--- config.mk ---
export PLATFORM = sky130hd
export DESIGN_NAME = printable_run_extractor_flat
export DESIGN_NICKNAME = d
export VERILOG_FILES = /design/src/rtl/pre_pkg.sv /design/src/rtl/pre_if.sv /design/src/rtl/pre_ram.sv /design/src/rtl/pre_queue.sv /design/src/rtl/pre_front.sv /design/src/rtl/pre_back.sv /design/src/rtl/printable_run_extractor.sv /design/src/flat_wrapper.sv
export VERILOG_INCLUDE_DIRS = /design/src /design/src/rtl
export SDC_FILE = /design/constraint.sdc
export NUM_CORES = 1
export LEC_CHECK = 0
export CAP_MARGIN = 25
export CORE_MARGIN = 4
export CORE_UTILIZATION = 57
export CTS_CLUSTER_DIAMETER = 150
export DETAILED_ROUTE_END_ITERATION = 12
export DONT_BUFFER_PORTS = 1
export HOLD_SLACK_MARGIN = 0.05
export PLACE_DENSITY = 0.77
export SYNTH_ARGS = -nofsm -noshare
export SYNTH_HDL_FRONTEND = slang
export SYNTH_SLANG_ARGS = --single-unit
export TNS_END_PERCENT = 30
--- constraint.sdc ---
create_clock -name clk -period 15.6 [get_ports clk]
set_input_delay 1.56 -clock clk [delete_from_list [all_inputs] [get_ports clk]]
set_output_delay 1.56 -clock clk [all_outputs]
set_load 0.1 [all_outputs]
--- src/rtl/printable_run_extractor_macros.svh ---
// Assertion macros for the printable run extractor.
// Included by the top level only; the macros expect signals named clk and rst in scope.
`ifndef PRINTABLE_RUN_EXTRACTOR_MACROS_SVH
`define PRINTABLE_RUN_EXTRACTOR_MACROS_SVH

// The consequent must hold in the same cycle as the antecedent.
`define PRE_ASSERT_SAME(label, ante, cons, msg) \
  label: assert property (@(posedge clk) disable iff (rst) (ante) |-> (cons)) \
    else $error(msg);

// The consequent must hold in the cycle after the antecedent.
`define PRE_ASSERT_NEXT(label, ante, cons, msg) \
  label: assert property (@(posedge clk) disable iff (rst) (ante) |=> (cons)) \
    else $error(msg);

`endif

--- src/rtl/pre_pkg.sv ---
// Package for the printable run extractor: command and status types and fixed constants.
// No dependencies; the queue, front end, back end and top level refer to it by scoped names.
package pre_pkg;

  // Fixed field widths of the result words.
  localparam int CNT_BITS   = 32;
  localparam int START_BITS = 32;
  localparam int MIN_BITS   = 6;
  // Wide enough for a held-byte count at the largest supported lookback depth.
  localparam int HELD_BITS  = 6;

  localparam int QUEUE_DEPTH = 2;

  localparam logic [MIN_BITS-1:0] MIN_LEN_RESET = 6'd4;

  localparam logic OP_DATA = 1'b0;
  localparam logic OP_EOS  = 1'b1;

  localparam logic KIND_CHAR   = 1'b0;
  localparam logic KIND_RECORD = 1'b1;

  localparam logic [7:0] PRINT_LO = 8'h20;
  localparam logic [7:0] PRINT_HI = 8'h7E;

  // One unit of work for the back end: a character (preceded by held bytes) or a record.
  typedef struct packed {
    logic                  kind;
    logic [7:0]            char_byte;
    logic [HELD_BITS-1:0]  held;
    logic [START_BITS-1:0] start;
    logic [CNT_BITS-1:0]   length;
  } cmd_t;

  typedef struct packed {
    logic busy;
    logic burst_done;
  } back_status_t;

endpackage

--- src/rtl/pre_if.sv ---
// Stream interfaces of the printable run extractor: input bytes and result words.
// Depends on nothing but the field widths of the block.
interface pre_in_if;
  logic       valid;
  logic       ready;
  logic       operation;
  logic [7:0] data_byte;

  modport source (output valid, output operation, output data_byte, input ready);
  modport sink (input valid, input operation, input data_byte, output ready);
endinterface

interface pre_out_if;
  logic        valid;
  logic        ready;
  logic        kind;
  logic [7:0]  char_out;
  logic [31:0] start_offset;
  logic [31:0] run_length;
  logic        last;

  modport source (output valid, output kind, output char_out, output start_offset,
                  output run_length, output last, input ready);
  modport sink (input valid, input kind, input char_out, input start_offset,
                input run_length, input last, output ready);
endinterface

--- src/rtl/pre_ram.sv ---
// Generic single-write, single-read RAM with a registered read port.
// No dependencies.
module pre_ram #(
  parameter int WIDTH = 8,
  parameter int DEPTH = 31,
  localparam int AW = (DEPTH > 1) ? $clog2(DEPTH) : 1
) (
  input  logic             clk,
  input  logic             we,
  input  logic [AW-1:0]    waddr,
  input  logic [WIDTH-1:0] wdata,
  input  logic [AW-1:0]    raddr,
  output logic [WIDTH-1:0] rdata
);

  logic [WIDTH-1:0] mem [DEPTH];

  always_ff @(posedge clk) begin
    if (we) begin
      mem[waddr] <= wdata;
    end
    rdata <= mem[raddr];
  end

endmodule

--- src/rtl/pre_queue.sv ---
// Short command queue between the front and back ends of the printable run extractor.
// Depends on pre_pkg for the command type and the queue depth.
module pre_queue (
  input  logic          clk,
  input  logic          rst,
  input  logic          push,
  input  pre_pkg::cmd_t push_data,
  output logic          full,
  input  logic          pop,
  output pre_pkg::cmd_t head,
  output logic          nonempty
);

  localparam int PW = (pre_pkg::QUEUE_DEPTH > 1) ? $clog2(pre_pkg::QUEUE_DEPTH) : 1;
  localparam int CW = $clog2(pre_pkg::QUEUE_DEPTH + 1);

  pre_pkg::cmd_t entries [pre_pkg::QUEUE_DEPTH];
  logic [PW-1:0] wr_ptr;
  logic [PW-1:0] rd_ptr;
  logic [CW-1:0] count;

  assign full     = (count == CW'(pre_pkg::QUEUE_DEPTH));
  assign nonempty = (count != '0);
  assign head     = entries[rd_ptr];

  always_ff @(posedge clk) begin
    if (push) begin
      entries[wr_ptr] <= push_data;
    end
  end

  always_ff @(posedge clk) begin
    if (rst) begin
      wr_ptr <= '0;
      rd_ptr <= '0;
      count  <= '0;
    end else begin
      if (push) begin
        wr_ptr <= (wr_ptr == PW'(pre_pkg::QUEUE_DEPTH - 1)) ? '0 : wr_ptr + PW'(1);
      end
      if (pop) begin
        rd_ptr <= (rd_ptr == PW'(pre_pkg::QUEUE_DEPTH - 1)) ? '0 : rd_ptr + PW'(1);
      end
      if (push && !pop) begin
        count <= count + CW'(1);
      end else if (pop && !push) begin
        count <= count - CW'(1);
      end
    end
  end

endmodule

--- src/rtl/pre_front.sv ---
// Front end of the printable run extractor: accepts bytes, tracks the run and offsets,
// fills the lookback store and queues commands. Depends on pre_pkg and pre_in_if.
module pre_front #(
  parameter int MAX_MIN_LEN = 32,
  parameter int OFFSET_BITS = 32,
  parameter int AW          = 5
) (
  input  logic                          clk,
  input  logic                          rst,
  pre_in_if.sink                        byte_in,
  input  logic [pre_pkg::MIN_BITS-1:0]  min_len,
  input  pre_pkg::back_status_t         status,
  input  logic                          q_full,
  output logic                          q_push,
  output pre_pkg::cmd_t                 q_cmd,
  output logic                          ram_we,
  output logic [AW-1:0]                 ram_waddr,
  output logic [7:0]                    ram_wdata
);

  localparam int THR_BITS = $clog2(MAX_MIN_LEN + 1);

  logic [pre_pkg::CNT_BITS-1:0]   run_count;
  logic [pre_pkg::START_BITS-1:0] run_start;
  logic [OFFSET_BITS-1:0]         stream_offset;
  logic                           reporting;
  logic                           burst_pending;

  logic [THR_BITS-1:0]            thr;
  logic                           accept;
  logic                           printable;
  logic                           reached;
  logic [pre_pkg::START_BITS-1:0] start_now;

  assign byte_in.ready = !q_full && !burst_pending;
  assign accept        = byte_in.valid && byte_in.ready;
  assign printable     = (byte_in.data_byte >= pre_pkg::PRINT_LO) &&
                         (byte_in.data_byte <= pre_pkg::PRINT_HI);

  always_comb begin
    if (min_len == '0) begin
      thr = THR_BITS'(1);
    end else if (32'(min_len) > 32'(MAX_MIN_LEN)) begin
      thr = THR_BITS'(MAX_MIN_LEN);
    end else begin
      thr = THR_BITS'(min_len);
    end
  end

  assign reached   = run_count >= (32'(thr) - 32'd1);
  assign start_now = (run_count == '0) ? pre_pkg::START_BITS'(stream_offset) : run_start;

  always_comb begin
    q_push    = 1'b0;
    q_cmd     = '0;
    ram_we    = 1'b0;
    ram_waddr = AW'(run_count);
    ram_wdata = byte_in.data_byte;
    if (accept) begin
      if (byte_in.operation == pre_pkg::OP_DATA && printable) begin
        q_cmd.kind      = pre_pkg::KIND_CHAR;
        q_cmd.char_byte = byte_in.data_byte;
        q_cmd.start     = start_now;
        if (reporting) begin
          q_push = 1'b1;
        end else if (reached) begin
          // An unreported run never grows past the lookback depth, so the count fits.
          q_push     = 1'b1;
          q_cmd.held = pre_pkg::HELD_BITS'(run_count);
        end else if (run_count < 32'(MAX_MIN_LEN - 1)) begin
          ram_we = 1'b1;
        end
      end else if (reporting) begin
        q_push       = 1'b1;
        q_cmd.kind   = pre_pkg::KIND_RECORD;
        q_cmd.start  = run_start;
        q_cmd.length = run_count;
      end
    end
  end

  always_ff @(posedge clk) begin
    if (rst) begin
      run_count     <= '0;
      run_start     <= '0;
      stream_offset <= '0;
      reporting     <= 1'b0;
      burst_pending <= 1'b0;
    end else begin
      if (status.burst_done) begin
        burst_pending <= 1'b0;
      end
      if (accept) begin
        if (byte_in.operation == pre_pkg::OP_EOS) begin
          run_count     <= '0;
          reporting     <= 1'b0;
          stream_offset <= '0;
        end else begin
          stream_offset <= stream_offset + OFFSET_BITS'(1);
          if (printable) begin
            run_start <= start_now;
            if (run_count != '1) begin
              run_count <= run_count + 32'd1;
            end
            if (!reporting && reached) begin
              reporting <= 1'b1;
              if (run_count != '0) begin
                burst_pending <= 1'b1;
              end
            end
          end else begin
            run_count <= '0;
            reporting <= 1'b0;
          end
        end
      end
    end
  end

endmodule

--- src/rtl/pre_back.sv ---
// Back end of the printable run extractor: replays held bytes from the lookback store
// and drives the registered result port. Depends on pre_pkg and pre_out_if.
module pre_back #(
  parameter int AW = 5
) (
  input  logic                  clk,
  input  logic                  rst,
  input  logic                  q_valid,
  input  pre_pkg::cmd_t         q_head,
  output logic                  q_pop,
  output logic [AW-1:0]         ram_raddr,
  input  logic [7:0]            ram_rdata,
  output pre_pkg::back_status_t status,
  pre_out_if.source             result_out
);

  localparam logic ST_RUN   = 1'b0;
  localparam logic ST_BURST = 1'b1;

  logic                          state;
  logic                          state_next;
  logic [pre_pkg::HELD_BITS-1:0] idx;
  logic [pre_pkg::HELD_BITS-1:0] idx_next;
  pre_pkg::cmd_t                 cur;

  logic        out_valid;
  logic        out_kind;
  logic [7:0]  out_char;
  logic [31:0] out_start;
  logic [31:0] out_len;
  logic        out_last;

  logic        out_free;
  logic        load;
  logic        ld_kind;
  logic [7:0]  ld_char;
  logic [31:0] ld_start;
  logic [31:0] ld_len;
  logic        ld_last;
  logic        burst_done;

  assign out_free = !out_valid || result_out.ready;

  always_comb begin
    state_next = state;
    idx_next   = idx;
    q_pop      = 1'b0;
    load       = 1'b0;
    ld_kind    = pre_pkg::KIND_CHAR;
    ld_char    = '0;
    ld_start   = cur.start;
    ld_len     = '0;
    ld_last    = 1'b1;
    burst_done = 1'b0;
    case (state)
      ST_RUN: begin
        if (q_valid) begin
          if (q_head.kind == pre_pkg::KIND_CHAR && q_head.held != '0) begin
            q_pop      = 1'b1;
            state_next = ST_BURST;
            idx_next   = '0;
          end else if (out_free) begin
            q_pop    = 1'b1;
            load     = 1'b1;
            ld_kind  = q_head.kind;
            ld_char  = q_head.char_byte;
            ld_start = q_head.start;
            ld_len   = q_head.length;
          end
        end
      end
      ST_BURST: begin
        if (out_free) begin
          load = 1'b1;
          if (idx != cur.held) begin
            ld_char  = ram_rdata;
            ld_last  = 1'b0;
            idx_next = idx + pre_pkg::HELD_BITS'(1);
          end else begin
            ld_char    = cur.char_byte;
            state_next = ST_RUN;
            burst_done = 1'b1;
          end
        end
      end
      default: begin
        state_next = ST_RUN;
      end
    endcase
  end

  // The read address follows the next index so the data is ready when the index moves.
  assign ram_raddr = AW'(idx_next);

  assign status.busy       = (state == ST_BURST);
  assign status.burst_done = burst_done;

  always_ff @(posedge clk) begin
    if (rst) begin
      state     <= ST_RUN;
      idx       <= '0;
      out_valid <= 1'b0;
    end else begin
      state <= state_next;
      idx   <= idx_next;
      if (load) begin
        out_valid <= 1'b1;
      end else if (result_out.ready) begin
        out_valid <= 1'b0;
      end
    end
  end

  always_ff @(posedge clk) begin
    if (q_pop && state == ST_RUN) begin
      cur <= q_head;
    end
    if (load) begin
      out_kind  <= ld_kind;
      out_char  <= ld_char;
      out_start <= ld_start;
      out_len   <= ld_len;
      out_last  <= ld_last;
    end
  end

  assign result_out.valid        = out_valid;
  assign result_out.kind         = out_kind;
  assign result_out.char_out     = out_char;
  assign result_out.start_offset = out_start;
  assign result_out.run_length   = out_len;
  assign result_out.last         = out_last;

endmodule

--- src/rtl/printable_run_extractor.sv ---
// Printable run extractor: finds runs of printable bytes (0x20 to 0x7E) in a byte
// stream and reports those of at least min_len bytes. Each accepted input word is
// handled by the front end; a result word reaches the output through the command queue
// and the output register. The output delivers one word per cycle while drained.
// When a run first reaches min_len, its held leading bytes are replayed from the
// lookback RAM through its single read port: the back end takes the command in a set-up
// step, then replays the bytes, and the input is held off (ready low) from the word that
// starts the burst until the last byte of that burst has been registered at the
// output. Outside bursts the block takes one byte per cycle as long as the output is
// drained. The lookback RAM needs no clearing after reset, since only bytes written
// earlier in the same run are ever read. Run lengths saturate at 2^32-1; the stream
// offset wraps at OFFSET_BITS and its low 32 bits are reported. An end-of-stream word
// closes any reported run with a record and sets the offset back to zero. The user must
// write min_len through cfg_we and cfg_wdata only while the block is idle; the block
// does not enforce it. Zero acts as one, values above MAX_MIN_LEN as MAX_MIN_LEN.
`include "printable_run_extractor_macros.svh"

module printable_run_extractor #(
  parameter int MAX_MIN_LEN = 32,
  parameter int OFFSET_BITS = 32
) (
  input  logic                         clk,
  input  logic                         rst,
  input  logic                         cfg_we,
  input  logic [pre_pkg::MIN_BITS-1:0] cfg_wdata,
  pre_in_if.sink                       byte_in,
  pre_out_if.source                    result_out
);

  // Address width of the lookback RAM, which holds up to MAX_MIN_LEN-1 bytes.
  localparam int LB_DEPTH = MAX_MIN_LEN - 1;
  localparam int AW       = (LB_DEPTH > 1) ? $clog2(LB_DEPTH) : 1;

  logic [pre_pkg::MIN_BITS-1:0] min_len;

  logic                  q_push;
  logic                  q_full;
  logic                  q_pop;
  logic                  q_valid;
  pre_pkg::cmd_t         q_cmd;
  pre_pkg::cmd_t         q_head;
  pre_pkg::back_status_t status;

  logic          ram_we;
  logic [AW-1:0] ram_waddr;
  logic [7:0]    ram_wdata;
  logic [AW-1:0] ram_raddr;
  logic [7:0]    ram_rdata;

  // The threshold register is the only configuration state.
  always_ff @(posedge clk) begin
    if (rst) begin
      min_len <= pre_pkg::MIN_LEN_RESET;
    end else if (cfg_we) begin
      min_len <= cfg_wdata;
    end
  end

  // The front end owns all run state and decides, per word, what the back end must emit.
  pre_front #(
    .MAX_MIN_LEN (MAX_MIN_LEN),
    .OFFSET_BITS (OFFSET_BITS),
    .AW          (AW)
  ) u_front (
    .clk       (clk),
    .rst       (rst),
    .byte_in   (byte_in),
    .min_len   (min_len),
    .status    (status),
    .q_full    (q_full),
    .q_push    (q_push),
    .q_cmd     (q_cmd),
    .ram_we    (ram_we),
    .ram_waddr (ram_waddr),
    .ram_wdata (ram_wdata)
  );

  // The queue lets the front end carry on while the output is stalled.
  pre_queue u_queue (
    .clk       (clk),
    .rst       (rst),
    .push      (q_push),
    .push_data (q_cmd),
    .full      (q_full),
    .pop       (q_pop),
    .head      (q_head),
    .nonempty  (q_valid)
  );

  // Lookback store: written by the front end, read back by the back end during a burst.
  pre_ram #(
    .WIDTH (8),
    .DEPTH (LB_DEPTH)
  ) u_lookback (
    .clk   (clk),
    .we    (ram_we),
    .waddr (ram_waddr),
    .wdata (ram_wdata),
    .raddr (ram_raddr),
    .rdata (ram_rdata)
  );

  pre_back #(
    .AW (AW)
  ) u_back (
    .clk        (clk),
    .rst        (rst),
    .q_valid    (q_valid),
    .q_head     (q_head),
    .q_pop      (q_pop),
    .ram_raddr  (ram_raddr),
    .ram_rdata  (ram_rdata),
    .status     (status),
    .result_out (result_out)
  );

  // The queue must never be asked to take a command it has no room for.
  `PRE_ASSERT_SAME(a_no_push_when_full, q_push, !q_full, "command pushed into a full queue")
  // The lookback bytes being replayed must not be overwritten by a new run.
  `PRE_ASSERT_SAME(a_no_write_in_burst, status.busy, !ram_we, "lookback written during a burst")
  // A record is a single result and therefore always the last word of its input.
  `PRE_ASSERT_SAME(a_record_is_last, result_out.valid && result_out.kind, result_out.last,
    "end-of-string record without last")
  // Once a burst completes the back end is ready for the next command.
  `PRE_ASSERT_NEXT(a_burst_ends, status.burst_done, !status.busy, "back end still busy after burst")

endmodule
--- src/flat_wrapper.sv ---
// flat-port wrapper written by rule: the top's interface ports become plain ports
module printable_run_extractor_flat 
#(
  parameter int MAX_MIN_LEN = 32,
  parameter int OFFSET_BITS = 32
)
  (clk, rst, cfg_we, cfg_wdata, byte_in_valid, byte_in_operation, byte_in_data_byte, byte_in_ready, result_out_valid, result_out_kind, result_out_char_out, result_out_start_offset, result_out_run_length, result_out_last, result_out_ready);
  pre_in_if byte_in_i ();
  pre_out_if result_out_i ();
  input  logic clk;
  input  logic rst;
  input  logic cfg_we;
  input  logic [pre_pkg::MIN_BITS-1:0] cfg_wdata;
  input wire logic [$bits(byte_in_i.valid)-1:0] byte_in_valid;
  input wire logic [$bits(byte_in_i.operation)-1:0] byte_in_operation;
  input wire logic [$bits(byte_in_i.data_byte)-1:0] byte_in_data_byte;
  output wire logic [$bits(byte_in_i.ready)-1:0] byte_in_ready;
  output wire logic [$bits(result_out_i.valid)-1:0] result_out_valid;
  output wire logic [$bits(result_out_i.kind)-1:0] result_out_kind;
  output wire logic [$bits(result_out_i.char_out)-1:0] result_out_char_out;
  output wire logic [$bits(result_out_i.start_offset)-1:0] result_out_start_offset;
  output wire logic [$bits(result_out_i.run_length)-1:0] result_out_run_length;
  output wire logic [$bits(result_out_i.last)-1:0] result_out_last;
  input wire logic [$bits(result_out_i.ready)-1:0] result_out_ready;
  assign byte_in_i.valid = byte_in_valid;
  assign byte_in_i.operation = byte_in_operation;
  assign byte_in_i.data_byte = byte_in_data_byte;
  assign byte_in_ready = byte_in_i.ready;
  assign result_out_valid = result_out_i.valid;
  assign result_out_kind = result_out_i.kind;
  assign result_out_char_out = result_out_i.char_out;
  assign result_out_start_offset = result_out_i.start_offset;
  assign result_out_run_length = result_out_i.run_length;
  assign result_out_last = result_out_i.last;
  assign result_out_i.ready = result_out_ready;
  printable_run_extractor #(.MAX_MIN_LEN(MAX_MIN_LEN), .OFFSET_BITS(OFFSET_BITS)) u_core (.clk(clk), .rst(rst), .cfg_we(cfg_we), .cfg_wdata(cfg_wdata), .byte_in(byte_in_i), .result_out(result_out_i));
endmodule
# Word-level counts from Yosys, hierarchy flattened
# Memories as Yosys holds them, arrays and structs flattened. A register that Yosys moved wholly into a read port is not among the register bits.
# Index checks and enable logic that the tools add are counted.
[classes]
n_reduce_logical = 29
n_lt_le_gt_ge = 5
bitwise = 5
muxes = 76
addsub = 8
eq_ne = 9
[op_table]
columns = ["op", "n"]
rows = [
  ["32-bit 2-to-1 mux", 11],
  ["79-bit 2-to-1 mux", 1],
  ["32-bit by 1-bit adder with 32-bit output, second input constant", 2],
  ["64-bit 2-to-1 mux", 1],
  ["6-bit 2-to-1 mux", 8],
  ["1-bit 2-to-1 mux", 43],
  ["8-bit 2-to-1 mux", 5],
  ["32-bit greater-or-equal comparator", 1],
  ["32-bit zero test", 1],
  ["32-bit by 5-bit < comparator with 1-bit output, second input constant", 1],
  ["32-bit != test, second input constant", 1],
  ["32-bit nonzero test", 1],
  ["8-bit one-hot mux with 2 select lines", 1],
  ["14-bit 2-to-1 mux", 1],
  ["6-bit one-hot mux with 2 select lines", 1],
  ["1-bit logical AND", 9],
  ["8-bit by 6-bit greater-or-equal comparator with 1-bit output, second input constant", 1],
  ["8-bit by 7-bit <= comparator with 1-bit output, second input constant", 1],
  ["6-bit by 1-bit subtractor with 7-bit output, second input constant", 1],
  ["6-bit by 1-bit adder with 6-bit output, second input constant", 1],
  ["6-bit greater-than comparator, second input constant", 1],
  ["1-bit zero test", 6],
  ["6-bit zero test", 1],
  ["2-bit by 1-bit != test with 1-bit output, second input constant", 3],
  ["other kinds (17)", 29],
]
[word_totals]
regBits = 236
n_memories = 2
out_inout_bits = 76
ram_bits = 406
inputBits = 20
wordCells = 155
[mem_list]
columns = ["memory", "depth", "word_bits", "read_ports", "rd_clocked_by_memory_dff", "wr", "line", "rtl"]
rows = [
  ["u_core.u_lookback.mem", 31, 8, 1, 1, 1, "pre_ram.sv:16", "logic [WIDTH-1:0] mem [DEPTH];"],
  ["u_core.u_queue.entries", 2, 79, 1, 1, 1, "pre_queue.sv:17", "pre_pkg::cmd_t entries [pre_pkg::QUEUE_DEPTH];"],
]

# Logic depth before layout (Yosys ltp)
# Gate-level depths: netlist of the first run.
[logic_depth]
ltp_word = 13
mapped_depth = 17
depth_no_buf = 17

# By module
# From an unflattened synthesis of the first run, not the netlist that was laid out.
[hier_totals]
hier_cells = 1931
area_unflattened_um2 = 27337.5
[by_module_without_submodules]
columns = ["mod", "area_each_um2", "cells_per_inst", "seq_area_each_um2", "n_inst"]
rows = [
  ["pre_ram", 10108.4, 561, 7607.3, 1],
  ["pre_queue", 5943.2, 268, 4844.6, 1],
  ["pre_front", 5808.1, 762, 1961.9, 1],
  ["pre_back", 5260.0, 321, 3763.6, 1],
  ["printable_run_extractor", 217.7, 19, 120.1, 1],
]

# Worst setup path before layout of the first run
# OpenSTA, ideal clock, no wires.
[synth_timing]
kind = "reg2reg"
startpoint = "register u_core.min_len[3] (netlist bit)"
endpoint = "memory u_core.u_queue.entries[0][0] (netlist bit), enable pin"
arrival_ns = 6.101
setup_time_ns = 0.517
t_required_ns = 15.083
n_path_buf = 0
setup_slack_ns = 8.982
period_less_slack_ns = 6.618
stages_incl_launch_ff = 14
cell_sequence = "dfxtp_1 -> nor4_1 -> o21ai_0 -> ha_1 -> nand3_1 -> ha_1 -> a21o_1 -> a21o_1 -> a211o_1 -> o211ai_1 -> a21oi_1 -> a311o_1 -> a21oi_1 -> nor2_1"
[synth_between]
elab_chain_len = 11
word_cells_on_any_way = 12
cone_classes = "add/sub: 1; order compare: 2; mux: 8; reduce/logical: 1"
[synth_rtl]
columns = ["item", "line", "rtl"]
rows = [
  ["from (decl)", "printable_run_extractor.sv:34", "logic [pre_pkg::MIN_BITS-1:0] min_len;"],
  ["from (signal assigned)", "printable_run_extractor.sv:53", "min_len <= pre_pkg::MIN_LEN_RESET;"],
  ["from (signal assigned)", "printable_run_extractor.sv:55", "min_len <= cfg_wdata;"],
  ["6-bit greater-than comparator", "pre_front.sv:43", "end else if (32'(min_len) > 32'(MAX_MIN_LEN)) begin"],
  ["6-bit 2-to-1 mux", "pre_front.sv:43", ""],
  ["6-bit 2-to-1 mux *", "pre_front.sv:41", "if (min_len == '0) begin"],
  ["6-bit by 1-bit subtractor with 7-bit output *", "pre_front.sv:50", "assign reached = run_count >= (32'(thr) - 32'd1);"],
  ["32-bit greater-or-equal comparator *", "pre_front.sv:50", ""],
  ["1-bit 2-to-1 mux *", "pre_front.sv:66", "end else if (reached) begin"],
  ["1-bit 2-to-1 mux *", "pre_front.sv:64", "if (reporting) begin"],
  ["1-bit 2-to-1 mux *", "pre_front.sv:60", "if (byte_in.operation == pre_pkg::OP_DATA && printable) begin"],
  ["1-bit 2-to-1 mux *", "pre_front.sv:59", "if (accept) begin"],
  ["1-bit 2-to-1 mux *", "pre_queue.sv:27", "if (push) begin"],
  ["1-bit 2-to-1 mux (not written as such) *", "pre_queue.sv:28", "entries[wr_ptr] <= push_data;"],
  ["to (decl)", "pre_queue.sv:17", ""],
]
# Mark *: on every way between the ends. The rest lies on a longest branch, timed or not.

# Worst setup path after layout of the first run
[layout_timing]
startpoint = "register u_core.min_len[3] (netlist bit)"
endpoint = "memory u_core.u_lookback.mem[4][3], enable pin"
[layout_between]
elab_chain_len = 11
word_cells_on_any_way = 12
cone_classes = "add/sub: 1; order compare: 2; mux: 8; reduce/logical: 1"
[layout_rtl]
columns = ["item", "line", "rtl"]
rows = [
  ["6-bit greater-than comparator", "pre_front.sv:43", ""],
  ["6-bit 2-to-1 mux", "pre_front.sv:43", ""],
  ["6-bit 2-to-1 mux *", "pre_front.sv:41", ""],
  ["6-bit by 1-bit subtractor with 7-bit output *", "pre_front.sv:50", ""],
  ["32-bit greater-or-equal comparator *", "pre_front.sv:50", ""],
  ["1-bit 2-to-1 mux *", "pre_front.sv:66", ""],
  ["1-bit 2-to-1 mux *", "pre_front.sv:64", ""],
  ["1-bit 2-to-1 mux *", "pre_front.sv:60", ""],
  ["1-bit 2-to-1 mux *", "pre_front.sv:59", ""],
  ["1-bit 2-to-1 mux *", "pre_ram.sv:19", "if (we) begin"],
  ["1-bit 2-to-1 mux (not written as such) *", "pre_ram.sv:20", "mem[waddr] <= wdata;"],
  ["to (decl)", "pre_ram.sv:16", ""],
]
# Marks and branches as above.

==> impl_metrics.py, run 1 <==
metrics = {
    "die": {
        "total_die_area_mm2": 0.0500,
        "boundaryPins": 96,
        "rows": 78,
        "initial_util": 0.581,
        "fp.dieH_um": 224,
        "core_mm2": 0.0457,
        "floorplan.die.width_um": 224,
    },
    "route": {
        "num_vias": 16500,
        "wl_per_cell_um": 21.0,
        "route.detailed.vias_per_inst": 6.00,
        "drtAntennaViolNets": 0,
        "first_pass_iters": 6,
        "route.detailed.drc": 0,
        "finalWirelength_um": 57500,
        "detail_route.iter0.violations": 1708,
    },
    "sta": {
        "max_freq_ghz": 0.194,
        "slew_headroom": 0.276,
        "unrepaired_setup_endpoints_after_global_routing": "false",
        "final_hold_viol_count": 0,
        "timing.final.crit_period_ns": 5.16,
        "fin_crit_sh": 0.331,
        "clock-skew-final_ns": 0.0167,
        "timing_max_transition_violations_final": 0,
        "setup_total_negative_slack_ns": 0,
        "setup-violations-final": 0,
        "transition_time_at_the_pin_with_the_least_slew_margin_ns": 1.08,
    },
    "layout": {
        "most-common-layout-cells": "sky130_fd_sc_hd__edfxtp_1 (526), sky130_fd_sc_hd__nand2_1 (459), sky130_fd_sc_hd__nor2_1 (170)",
        "drive_gt1_frac": 0.0925,
        "most_frequent_standard_cell_in_the_layout_excluding_fill_and_tap_cells": "sky130_fd_sc_hd__edfxtp_1",
        "fin_nets": 2150,
        "syn_to_final_growth_pct": 10.3,
        "area_used_by_multi_input_combinational_logic_mm2": 0.00780,
        "fill_cells": 3207,
        "layout.area.seq_mm2": 0.0183,
        "number_of_diodes_added_for_antenna_fixing": 0,
    },
    "synthesis": {
        "netlist_area_mm2": 0.0265,
        "synth_edf_count": 526,
        "post_synth_inst_count": 2104,
        "ys_types": 73,
        "postSynth.asyncResetShare": 0,
        "postSynth.topFlopCell": "sky130_fd_sc_hd__edfxtp_1",
        "yosys_warnings": 0,
        "synthesis.area_per_instance_um2": 12.6,
        "synth_sequential_area_ratio": 0.690,
        "synth_seq_cells": 651,
    },
    "cts": {
        "clock_insertion_delay_worst_skew_ns": 0.64,
        "postCtsSetupBuffers": 0,
        "clock_tree_from_tritoncts": "built",
        "clk_root_buffer_cell": "sky130_fd_sc_hd__clkbuf_16",
        "cts_sinks": 651,
        "cts_hold_repair.buffers": 0,
        "cts_buffers": 61,
        "ctsResizeCount": 0,
        "clk_path_buf_depth": 3,
        "cts_max_level": 2,
        "clk_pin_slew_worst_paths_ns": 0.06,
    },
    "setup_path": {
        "ff2ff_setup_slack_ns": 10.44,
        "rr_endpoint": "u_core.u_lookback.mem[4][3]$_DFFE_PP_",
        "crit_type": "reg2reg",
        "critPathRequiredTime_ns": 15.87,
        "worstRegToRegCells": 15,
        "reg2reg_from": "u_core.min_len[3]$_SDFFE_PP0P_",
        "start_kind": "register",
        "critical_path_peak_fanout": 24,
        "worst_setup_path_end_kind": "register",
        "cp.arrival_ns": 5.43,
    },
    "power_and_ir_drop": {
        "power_density_mw_per_mm2": 169,
        "leakage_nw": 10.0,
        "worst_ir_drop_on_vdd_mv": 0.163,
        "total_power_mw": 4.95,
    },
    "global_routing": {
        "grt_pass1_vias": 16200,
        "grt_overflow_total": 0,
        "grt_antenna_before_repair": 0,
        "grt_max_degree": 98,
        "globalRouteTotalUtil": 0.225,
        "grt_pass1_wl_um": 89600,
    },
    "worst_hold_path": {
        "cell_depth_of_the_worst_min_delay_path": 2,
        "holdCritPathClass": "reg2reg",
        "hold_path_startpoint": "u_core.u_front.run_start[0]$_SDFFE_PP0P_",
        "hold-path-endpoint": "u_core.u_front.run_start[0]$_SDFFE_PP0P_",
    },
    "placed_design": {
        "detailed_place_hpwl_um": 35400,
        "gpl.final_weighted_congestion": 0.873,
        "portBuffers": 0,
    },
    "flow_run": {
        "timing.max_cap.violations": 0,
    },
    "run_status": {
        "outcome": "completed",
    },
}
-- critical path: stages (launching register included) --
cell,delay (ns)
sky130_fd_sc_hd__dfxtp_1,0.42
sky130_fd_sc_hd__nor4_1,0.08
sky130_fd_sc_hd__o21ai_0,0.25
sky130_fd_sc_hd__ha_1,0.29
sky130_fd_sc_hd__nand3_1,0.18
sky130_fd_sc_hd__buf_8,0.22
sky130_fd_sc_hd__ha_1,0.31
sky130_fd_sc_hd__a21o_1,0.18
sky130_fd_sc_hd__a21o_1,0.17
sky130_fd_sc_hd__a211o_1,0.28
sky130_fd_sc_hd__o211ai_1,0.09
sky130_fd_sc_hd__a21oi_1,0.10
sky130_fd_sc_hd__a311o_1,0.39
sky130_fd_sc_hd__a211oi_1,0.59
sky130_fd_sc_hd__nand2_1,0.55
sky130_fd_sc_hd__nor2_1,0.69
-- routing by layer --
| metal | global-route usage | share of wire |
|---|---|---|
| met5 | 0 | 0 |
| met4 | 0.0680 | 0.029 |
| met3 | 0.0493 | 0.086 |
| met2 | 0.377 | 0.48 |
| met1 | 0.300 | 0.40 |
-- registers in the layout, summed over array words and instances, names as in the netlist, 2 cells and up, named ones only --
| name | count |
|---|---|
| u_core.min_len | 6 |
| u_core.u_back.cur | 46 |
| u_core.u_back.idx | 6 |
| u_core.u_back.result_out.char_out | 8 |
| u_core.u_back.result_out.run_length | 32 |
| u_core.u_back.result_out.start_offset | 32 |
| u_core.u_front.run_count | 32 |
| u_core.u_front.run_start | 32 |
| u_core.u_front.stream_offset | 32 |
| u_core.u_lookback.mem | 248 |
| u_core.u_lookback.rdata | 8 |
| u_core.u_queue.count | 2 |
| u_core.u_queue.entries | 158 |
-- worst max path at each step --
stage	startpoint	endpoint	slack [ns]	depth (start not counted)
detailed placement	u_core.min_len[3]$_SDFFE_PP0P_	u_core.u_lookback.mem[9][0]$_DFFE_PP_	9.78	14
global route	u_core.min_len[2]$_SDFFE_PP1P_	u_core.u_lookback.mem[4][3]$_DFFE_PP_	10.17	15
floorplan	u_core.min_len[3]$_SDFFE_PP0P_	u_core.u_queue.entries[0][0]$_DFFE_PP_	8.98	13
CTS	u_core.min_len[3]$_SDFFE_PP0P_	u_core.u_lookback.mem[4][3]$_DFFE_PP_	9.78	14
global placement	u_core.min_len[3]$_SDFFE_PP0P_	u_core.u_lookback.mem[23][2]$_DFFE_PP_	10.11	14
finish	u_core.min_len[3]$_SDFFE_PP0P_	u_core.u_lookback.mem[4][3]$_DFFE_PP_	10.44	15
-- metrics by stage --
stage	util	setup slack, ns	instance area [µm²]	hold slack [ns]	std cells
floorplan	-	8.98	26500	0.437	2105
global placement	0.591	10.11	27000	0.436	2619
detailed placement	0.593	9.78	27100	0.441	2622
CTS	0.638	9.78	29200	0.450	2736
global route	0.640	10.17	29300	0.473	2741
finish	0.640	10.44	29300	0.453	2741
-- power by group --
part	switching [mW]	internal (mW)	total, mW	leakage (nW)
Sequential	0.727	2.11	2.84	5.69
Combinational	0.417	0.180	0.597	3.33
Clock	0.650	0.866	1.52	1.01
Total	1.80	3.15	4.95	10.0
-- kinds of logic after synthesis --
kind of cell	count (synthesis)	share of synthesized area
adder cells (fa/ha/maj)	40	0.0189
AND/OR/NAND/NOR	891	0.148
flip-flops	651	0.690
AO/OA/AOI/OAI	214	0.0524
multiplexers	126	0.0507
XOR/XNOR	65	0.0215
buffers and inverters	115	0.0180
other	2	0.000283
-- layout make-up --
| class | instances | area share |
|---|---|---|
| clock buffer | 73 | 0.0555 |
| multi-input combinational | 1339 | 0.267 |
| sequential | 651 | 0.626 |
| timing repair buffer | 22 | 0.00915 |
| tap | 600 | 0.0257 |
| inverter | 15 | 0.00192 |
| clock inverter | 41 | 0.0154 |
-- cell usage after synthesis, types with 8 or more instances --
cell | number | area share
sky130_fd_sc_hd__a21o_1 | 13 | 0.0037
sky130_fd_sc_hd__a21oi_1 | 87 | 0.016
sky130_fd_sc_hd__a221oi_1 | 8 | 0.0026
sky130_fd_sc_hd__a41oi_1 | 12 | 0.0040
sky130_fd_sc_hd__and2_1 | 46 | 0.011
sky130_fd_sc_hd__and3_1 | 28 | 0.0066
sky130_fd_sc_hd__buf_1 | 12 | 0.0017
sky130_fd_sc_hd__buf_2 | 19 | 0.0036
sky130_fd_sc_hd__clkbuf_1 | 64 | 0.0091
sky130_fd_sc_hd__dfxtp_1 | 125 | 0.094
sky130_fd_sc_hd__edfxtp_1 | 526 | 0.60
sky130_fd_sc_hd__ha_1 | 40 | 0.019
sky130_fd_sc_hd__inv_1 | 14 | 0.0020
sky130_fd_sc_hd__mux2_2 | 48 | 0.020
sky130_fd_sc_hd__mux2i_1 | 74 | 0.028
sky130_fd_sc_hd__nand2_1 | 460 | 0.065
sky130_fd_sc_hd__nand3_1 | 71 | 0.013
sky130_fd_sc_hd__nand4_1 | 38 | 0.0090
sky130_fd_sc_hd__nor2_1 | 172 | 0.024
sky130_fd_sc_hd__nor3_1 | 18 | 0.0034
sky130_fd_sc_hd__nor4_1 | 21 | 0.0050
sky130_fd_sc_hd__o21ai_0 | 32 | 0.0060
sky130_fd_sc_hd__o22ai_1 | 8 | 0.0019
sky130_fd_sc_hd__or3_1 | 10 | 0.0024
sky130_fd_sc_hd__xnor2_1 | 24 | 0.0079
sky130_fd_sc_hd__xor2_1 | 41 | 0.014
Power figures use the tool's default switching activity.
==> run 2: changes to the inputs <==
==> constraint.sdc (replaced) <==
create_clock -name clk -period 4.95 [get_ports clk]
set_input_delay 0.495 -clock clk [delete_from_list [all_inputs] [get_ports clk]]
set_output_delay 0.495 -clock clk [all_outputs]
set_load 0.1 [all_outputs]
==> run 2 against run 1 <==
Compared with the run above:
- flip-flop and latch count is the same
- first-iteration DRC count is 8.0% higher
- register-to-register slack got worse by 10 ns
- global-route usage grew 1.0 points
- die area is the same
- combinational power increased to 3.4 times the previous value
- critical path depth is 1 higher
- via count is 1.2% higher
- clock power increased to 3.2 times the previous value
- cell count is 1.1% higher
- worst setup slack got worse by 10 ns
- total power rose to 3.2 times the previous value
==> impl_metrics.py, run 2 (synthesis results as in run 1) <==
metrics = {
    "global_routing": {
        "grt_max_degree": 75,
        "grt_pass1_wl_um": 92900,
        "grt_antenna_before_repair": 1,
        "grt_pass1_vias": 16600,
        "globalRouteTotalUtil": 0.235,
        "grt_overflow_total": 0,
    },
    "sta": {
        "setup_total_negative_slack_ns": 0,
        "timing.final.crit_period_ns": 4.73,
        "transition_time_at_the_pin_with_the_least_slew_margin_ns": 1.00,
        "timing_max_transition_violations_final": 0,
        "unrepaired_setup_endpoints_after_global_routing": "true",
        "max_freq_ghz": 0.211,
        "setup-violations-final": 0,
        "clock-skew-final_ns": 0.0291,
        "final_hold_viol_count": 0,
        "layout_setup_ws_ns": 0.222,
        "slew_headroom": 0.333,
        "fin_crit_sh": 0.955,
    },
    "die": {
        "boundaryPins": 96,
        "rows": 78,
        "floorplan.die.width_um": 224,
        "core_mm2": 0.0457,
        "initial_util": 0.581,
        "fp.dieH_um": 224,
        "total_die_area_mm2": 0.0500,
    },
    "setup_path": {
        "crit_type": "reg2reg",
        "critPathMaxStageDelay_ns": 0.68,
        "critical_path_peak_fanout": 21,
        "worst_setup_path_end_kind": "register",
        "cp_slowest_cell": "sky130_fd_sc_hd__nor2_1",
        "critPathRequiredTime_ns": 5.21,
        "cp.arrival_ns": 4.99,
        "start_kind": "register",
        "worstPathCellList": "nor4_1 -> o21ai_0 -> ha_1 -> nand3_1 -> buf_4 -> ha_1 -> a21o_1 -> a21o_1 -> a211o_1 -> o211ai_1 -> a21oi_1 -> a311o_1 -> a211oi_1 -> buf_4 -> nand2_1 -> nor2_1",
    },
    "run_status": {
        "outcome": "completed",
    },
    "cts": {
        "clk_root_buffer_cell": "sky130_fd_sc_hd__clkbuf_16",
        "postCtsSetupBuffers": 0,
        "ctsResizeCount": 0,
        "clk_path_buf_depth": 3,
        "cts_max_level": 2,
        "cts_buffers": 60,
        "clock_tree_from_tritoncts": "built",
        "clk_pin_slew_worst_paths_ns": 0.06,
        "clock_insertion_delay_worst_skew_ns": 0.63,
        "cts_sinks": 651,
    },
    "layout": {
        "number_of_diodes_added_for_antenna_fixing": 0,
        "fin_nets": 2180,
        "largest_register_ff_count": 248,
        "syn_to_final_growth_pct": 11.8,
        "most_frequent_standard_cell_in_the_layout_excluding_fill_and_tap_cells": "sky130_fd_sc_hd__edfxtp_1",
        "most-common-layout-cells": "sky130_fd_sc_hd__edfxtp_1 (526), sky130_fd_sc_hd__nand2_1 (459), sky130_fd_sc_hd__nor2_1 (170)",
        "registers.top_by_ff_count": "u_core.u_lookback.mem",
        "layout.area.seq_mm2": 0.0183,
        "fill_cells": 3207,
        "area_used_by_multi_input_combinational_logic_mm2": 0.00780,
        "drive_gt1_frac": 0.0976,
        "largest_registers": "u_core.u_lookback.mem (248), u_core.u_queue.entries (158), u_core.u_back.cur (46)",
    },
    "route": {
        "drtAntennaViolNets": 0,
        "route.detailed.drc": 0,
        "route.detailed.vias_per_inst": 6.01,
        "finalWirelength_um": 59500,
        "first_pass_iters": 6,
        "wl_per_cell_um": 21.5,
        "num_vias": 16600,
        "detail_route.iter0.violations": 1844,
    },
    "flow_run": {
        "timing.max_cap.violations": 0,
    },
    "power_and_ir_drop": {
        "netSwitchingFraction": 0.358,
        "leakage_nw": 10.2,
        "power_density_mw_per_mm2": 530,
        "comb_power_share": 0.130,
        "clockPowerShare": 0.305,
        "p_seq_frac": 0.565,
        "worst_ir_drop_on_vdd_mv": 0.591,
        "p_int_mw": 10.1,
        "net-switching-power_mw": 5.62,
    },
    "worst_hold_path": {
        "holdCritPathClass": "in2reg",
    },
    "placed_design": {
        "portBuffers": 0,
        "place_ws_ns": 0.337,
        "gpl.final_weighted_congestion": 0.921,
        "detailed_place_hpwl_um": 35900,
    },
}
==> run 2: changes by cell type in the layout (fill, tap and decap cells not counted), moves of 3 or more <==
cell / delta
sky130_fd_sc_hd__buf_12: +6
sky130_fd_sc_hd__buf_16: +4
sky130_fd_sc_hd__buf_4: +9
sky130_fd_sc_hd__clkbuf_1: +3
sky130_fd_sc_hd__clkinv_2: -3
sky130_fd_sc_hd__clkinv_4: -3
sky130_fd_sc_hd__clkinvlp_4: -3
sky130_fd_sc_hd__dlygate4sd3_1: +12
sky130_fd_sc_hd__inv_16: -3
==> run 2: worst paths after layout <==
path | from | end | slack [ns] | cells after the start
setup / recovery | u_core.min_len[3]$_SDFFE_PP0P_ | u_core.u_lookback.mem[5][1]$_DFFE_PP_ | 0.22 | 16
hold / removal | rst | u_core.u_front.run_count[1]$_SDFFE_PP0P_ | 0.09 | 2
setup reg to reg | u_core.min_len[3]$_SDFFE_PP0P_ | u_core.u_lookback.mem[5][1]$_DFFE_PP_ | 0.22 | 16
hold reg to reg | u_core.u_front.run_start[11]$_SDFFE_PP0P_ | u_core.u_front.run_start[11]$_SDFFE_PP0P_ | 0.45 | 2
==> run 2: what timing repair did <==
action | 4_1_cts | 5_1_grt
hold endpoints to repair | 302 | 0
hold buffers | 21 | 0
setup endpoints to repair | 0 | 42
==> run 2: worst max-delay path: cells and delay by family (launching register included) <==
family	cells	cell delay (ns)
AO/OA/AOI/OAI	8	1.65
adder cells (fa/ha/maj)	2	0.49
buffers and inverters	2	0.49
AND/OR/NAND/NOR	4	1.32
flip-flops	1	0.42
==> run 2: area by class of cell <==
class,instances,area share
sequential,651,0.617
multi-input combinational,1339,0.263
clock buffer,77,0.0552
tap,600,0.0253
timing repair buffer,53,0.0227
clock inverter,37,0.0146
inverter,15,0.00190
==> run 2: power by group through the flow <==
stage | Sequential (mW) | Combinational (mW) | Clock [mW]
2_1_floorplan | 8.93 | 1.37 | 0
3_3_place_gp | 8.98 | 1.83 | 0
3_5_place_dp | 9.00 | 1.91 | 0
4_1_cts | 8.89 | 1.99 | 4.84
5_1_grt | 8.92 | 2.23 | 5.08
6_report | 8.87 | 2.04 | 4.79
==> run 2: metal layers <==
layer / global-route usage / up-vias / part of all wire
li1: - / 7651 / -
met1: 0.313 / 8064 / 0.40
met2: 0.386 / 773 / 0.48
met3: 0.0549 / 157 / 0.090
met4: 0.0827 / 2 / 0.034
met5: 0 / - / 0.00022
==> run 2: through the flow <==
step	power (mW)	instance area [µm²]	std cells	hold WS, ns	utilization
6_report	15.7	29700	2772	0.0875	0.649
3_5_place_dp	10.9	27200	2633	0.441	0.595
3_3_place_gp	10.8	27100	2630	0.436	0.594
5_1_grt	16.2	29700	2772	0.0791	0.649
2_1_floorplan	10.3	26500	2105	0.437	-
4_1_cts	15.7	29600	2768	0.0502	0.647
==> run 3: changes to the inputs <==
--- a/config.mk
+++ b/config.mk
@@ -6,6 +6,7 @@
 export SDC_FILE = /design/constraint.sdc
 export NUM_CORES = 1
 export LEC_CHECK = 0
+export ABC_AREA = 1
 export CAP_MARGIN = 25
 export CORE_MARGIN = 4
 export CORE_UTILIZATION = 57
@@ -14,6 +15,7 @@
 export DONT_BUFFER_PORTS = 1
 export HOLD_SLACK_MARGIN = 0.05
 export PLACE_DENSITY = 0.77
+export SETUP_SLACK_MARGIN = 0.3
 export SYNTH_ARGS = -nofsm -noshare
 export SYNTH_HDL_FRONTEND = slang
 export SYNTH_SLANG_ARGS = --single-unit
==> run 3 against run 2 <==
Compared with the run above:
- cell count up 26%
- count of clock-buffer cells in the layout grew 20
- first-iteration DRC count rose by 23%
- largest cell class unchanged
- highest routed layer is now met4
==> impl_metrics.py, run 3 <==
metrics = {
    "run_status": {
        "outcome": "completed",
    },
    "sta": {
        "clock-skew-final_ns": 0.0331,
        "setup-violations-final": 0,
        "slew_headroom": 0.307,
        "fin_crit_sh": 0.901,
        "hold_ws_ns": 0.0837,
        "timing.final.crit_period_ns": 4.46,
        "unrepaired_setup_endpoints_after_global_routing": "true",
        "final_hold_viol_count": 0,
        "timing_max_transition_violations_final": 0,
        "transition_time_at_the_pin_with_the_least_slew_margin_ns": 1.04,
        "max_freq_ghz": 0.224,
        "layout_setup_ws_ns": 0.489,
    },
    "synthesis": {
        "synthTopCellsByCount": "sky130_fd_sc_hd__nand2_1 (593), sky130_fd_sc_hd__edfxtp_1 (526), sky130_fd_sc_hd__nand3_1 (311)",
        "synth_top_area_share": 0.554,
        "synthesis.area_per_instance_um2": 10.2,
        "synth_edf_count": 526,
        "synth.area.top_cells": "sky130_fd_sc_hd__edfxtp_1 (55%), sky130_fd_sc_hd__dfxtp_1 (8.8%), sky130_fd_sc_hd__nand2_1 (7.8%)",
        "postSynth.asyncResetShare": 0,
        "postSynth.topFlopCell": "sky130_fd_sc_hd__edfxtp_1",
        "synth_seq_cells": 651,
        "post_synth_inst_count": 2792,
        "yosys_warnings": 0,
        "synthMostInstantiatedCell": "sky130_fd_sc_hd__nand2_1",
        "netlist_area_mm2": 0.0285,
        "synth_sequential_area_ratio": 0.642,
        "ys_types": 49,
        "synth_largest_area_cell": "sky130_fd_sc_hd__edfxtp_1",
    },
    "cts": {
        "clk_path_buf_depth": 3,
        "cts_sinks": 651,
        "clk_root_buffer_cell": "sky130_fd_sc_hd__clkbuf_16",
        "cts_buffers": 67,
        "clock_tree_from_tritoncts": "built",
        "cts_max_level": 3,
        "clk_pin_slew_worst_paths_ns": 0.06,
        "clock_insertion_delay_worst_skew_ns": 0.62,
    },
    "die": {
        "boundaryPins": 96,
        "fp.dieH_um": 232,
        "floorplan.die.width_um": 232,
        "initial_util": 0.580,
        "rows": 81,
        "core_mm2": 0.0492,
        "total_die_area_mm2": 0.0536,
    },
    "power_and_ir_drop": {
        "worst_ir_drop_on_vdd_mv": 0.573,
        "leakage_nw": 11.8,
        "power_density_mw_per_mm2": 572,
    },
    "setup_path": {
        "reg2reg_from": "u_core.min_len[4]$_SDFFE_PP0P_",
        "worstPathCellList": "inv_1 -> nand4_1 -> a21oi_1 -> inv_1 -> ha_1 -> nand2_1 -> or3_2 -> ha_1 -> a21oi_1 -> o21ai_0 -> nand2_1 -> o211ai_1 -> a31oi_1 -> nand3_1 -> or2_1 -> buf_12 -> nor3_1",
        "worst_setup_path_end_kind": "register",
        "rr_endpoint": "u_core.u_lookback.mem[18][7]$_DFFE_PP_",
        "critPathRequiredTime_ns": 5.18,
        "ff2ff_setup_slack_ns": 0.49,
        "crit_type": "reg2reg",
        "start_kind": "register",
        "worstRegToRegCells": 17,
        "critPathMaxStageDelay_ns": 0.73,
        "critical_path_peak_fanout": 31,
        "cp_slowest_cell": "sky130_fd_sc_hd__nor3_1",
        "cp.arrival_ns": 4.69,
    },
    "placed_design": {
        "gpl.final_weighted_congestion": 0.965,
        "place_ws_ns": 0.278,
        "portBuffers": 0,
        "detailed_place_hpwl_um": 44800,
        "placed_area_mm2": 0.0290,
    },
    "worst_hold_path": {
        "holdCritPathClass": "in2reg",
        "cell_depth_of_the_worst_min_delay_path": 3,
        "hold-path-endpoint": "u_core.u_front.run_count[11]$_SDFFE_PP0P_",
        "hold_path_startpoint": "byte_in_operation",
    },
    "layout": {
        "registers.top_by_ff_count": "u_core.u_lookback.mem",
        "fin_nets": 2847,
        "largest_registers": "u_core.u_lookback.mem (248), u_core.u_queue.entries (158), u_core.u_back.cur (46)",
        "post-route-util": 0.642,
        "most_frequent_standard_cell_in_the_layout_excluding_fill_and_tap_cells": "sky130_fd_sc_hd__nand2_1",
        "most-common-layout-cells": "sky130_fd_sc_hd__nand2_1 (590), sky130_fd_sc_hd__edfxtp_1 (526), sky130_fd_sc_hd__nand3_1 (311)",
        "drive_gt1_frac": 0.0739,
        "final_area_mm2": 0.0316,
        "largest_register_ff_count": 248,
        "syn_to_final_growth_pct": 10.8,
        "fill_cells": 3745,
    },
    "route": {
        "num_vias": 20600,
        "first_pass_iters": 8,
        "finalWirelength_um": 71400,
        "route.detailed.drc": 0,
        "drtAntennaViolNets": 0,
        "detail_route.iter0.violations": 2269,
        "wl_per_cell_um": 20.4,
        "route.detailed.vias_per_inst": 5.87,
    },
    "flow_run": {
        "timing.max_cap.violations": 0,
    },
    "global_routing": {
        "grt_antenna_before_repair": 1,
        "grt_max_degree": 98,
        "globalRouteTotalUtil": 0.264,
        "grt_overflow_total": 0,
        "grt_pass1_vias": 19600,
        "grt_pass1_wl_um": 110000,
    },
}
run 3: changes by cell type in the layout (fill, tap and decap cells not counted), moves of 74 or more:
cell	before	now
sky130_fd_sc_hd__a21oi_1	86	173
sky130_fd_sc_hd__inv_1	13	308
sky130_fd_sc_hd__mux2i_1	74	0
sky130_fd_sc_hd__nand2_1	459	590
sky130_fd_sc_hd__nand3_1	71	311
sky130_fd_sc_hd__o21ai_0	32	114
run 3: worst max path at each step:
stage | end | slack (ns) | startpoint | cells past startpoint
floorplan | u_core.u_queue.entries[1][0]$_DFFE_PP_ | -0.32 | u_core.min_len[4]$_SDFFE_PP0P_ | 18
global placement | u_core.u_lookback.mem[24][3]$_DFFE_PP_ | 0.46 | u_core.min_len[0]$_SDFFE_PP0P_ | 19
detailed placement | u_core.u_lookback.mem[0][6]$_DFFE_PP_ | 0.28 | u_core.min_len[4]$_SDFFE_PP0P_ | 17
CTS | u_core.u_lookback.mem[12][3]$_DFFE_PP_ | 0.28 | u_core.min_len[4]$_SDFFE_PP0P_ | 17
global route | u_core.u_lookback.mem[18][2]$_DFFE_PP_ | 0.12 | u_core.min_len[3]$_SDFFE_PP0P_ | 17
finish | u_core.u_lookback.mem[18][7]$_DFFE_PP_ | 0.49 | u_core.min_len[4]$_SDFFE_PP0P_ | 17
run 3: final cells by class:
type,instances,area (µm²),area share
Sequential cell,651,18300,0.580
Timing Repair Buffer,53,646,0.0204
Clock inverter,25,185,0.00586
Clock buffer,97,1990,0.0630
Multi-Input combinational cell,1692,8410,0.266
Tap cell,664,831,0.0263
Inverter,322,1210,0.0384
Antenna cell,1,2.50,0.0000793
run 3: cell families after synthesis:
group,share of synthesized area
other,0.000263
xor gates and xnor gates,0.00461
AOI/OAI and AO/OA,0.0651
and+or+nand+nor,0.202
muxes,0.000790
DFF,0.642
buffers and inverters,0.0682
adders and majority gates,0.0176
run 3: report_power, final:
group	total, mW	switching (mW)	leakage [nW]	internal (mW)
Clock	4.95	2.05	1.05	2.90
Sequential	9.41	2.58	5.98	6.82
Combinational	3.71	2.75	4.74	0.957
Total	18.1	7.38	11.8	10.7
run 3: metrics by stage:
step | setup TNS, ns | std cells | power, mW
after floorplan | -49.50 | 2793 | 11.9
after global placement | 0 | 3359 | 12.9
after detailed placement | 0 | 3360 | 13.1
after CTS | 0 | 3495 | 18.1
after global routing | 0 | 3504 | 18.8
final | 0 | 3505 | 18.1
run 3: routing by layer:
layer  wire length, µm  up-vias  track usage
met3              5830      145       0.0503
met1             29400     9921        0.357
li1                  -     9572            -
met5                 0        -            0
met4              2280        0        0.104
met2             33900      936        0.429
run 3: timing repair:
action / in CTS / in global routing
gates resized for setup: 2 / 21
endpoints found under the setup margin: 44 / 356
endpoints found under the hold margin: 302 / 0
hold buffers: 13 / 0
setup buffers: 0 / 0
cloned: 0 / 0
run 3: critical path, delay by kind of cell, from the launching register on:
kind	cells	cell delay, ns
buffers and inverters	3	0.37
DFF	1	0.32
and+or+nand+nor	7	2.23
AOI/OAI and AO/OA	5	0.55
adders and majority gates	2	0.61
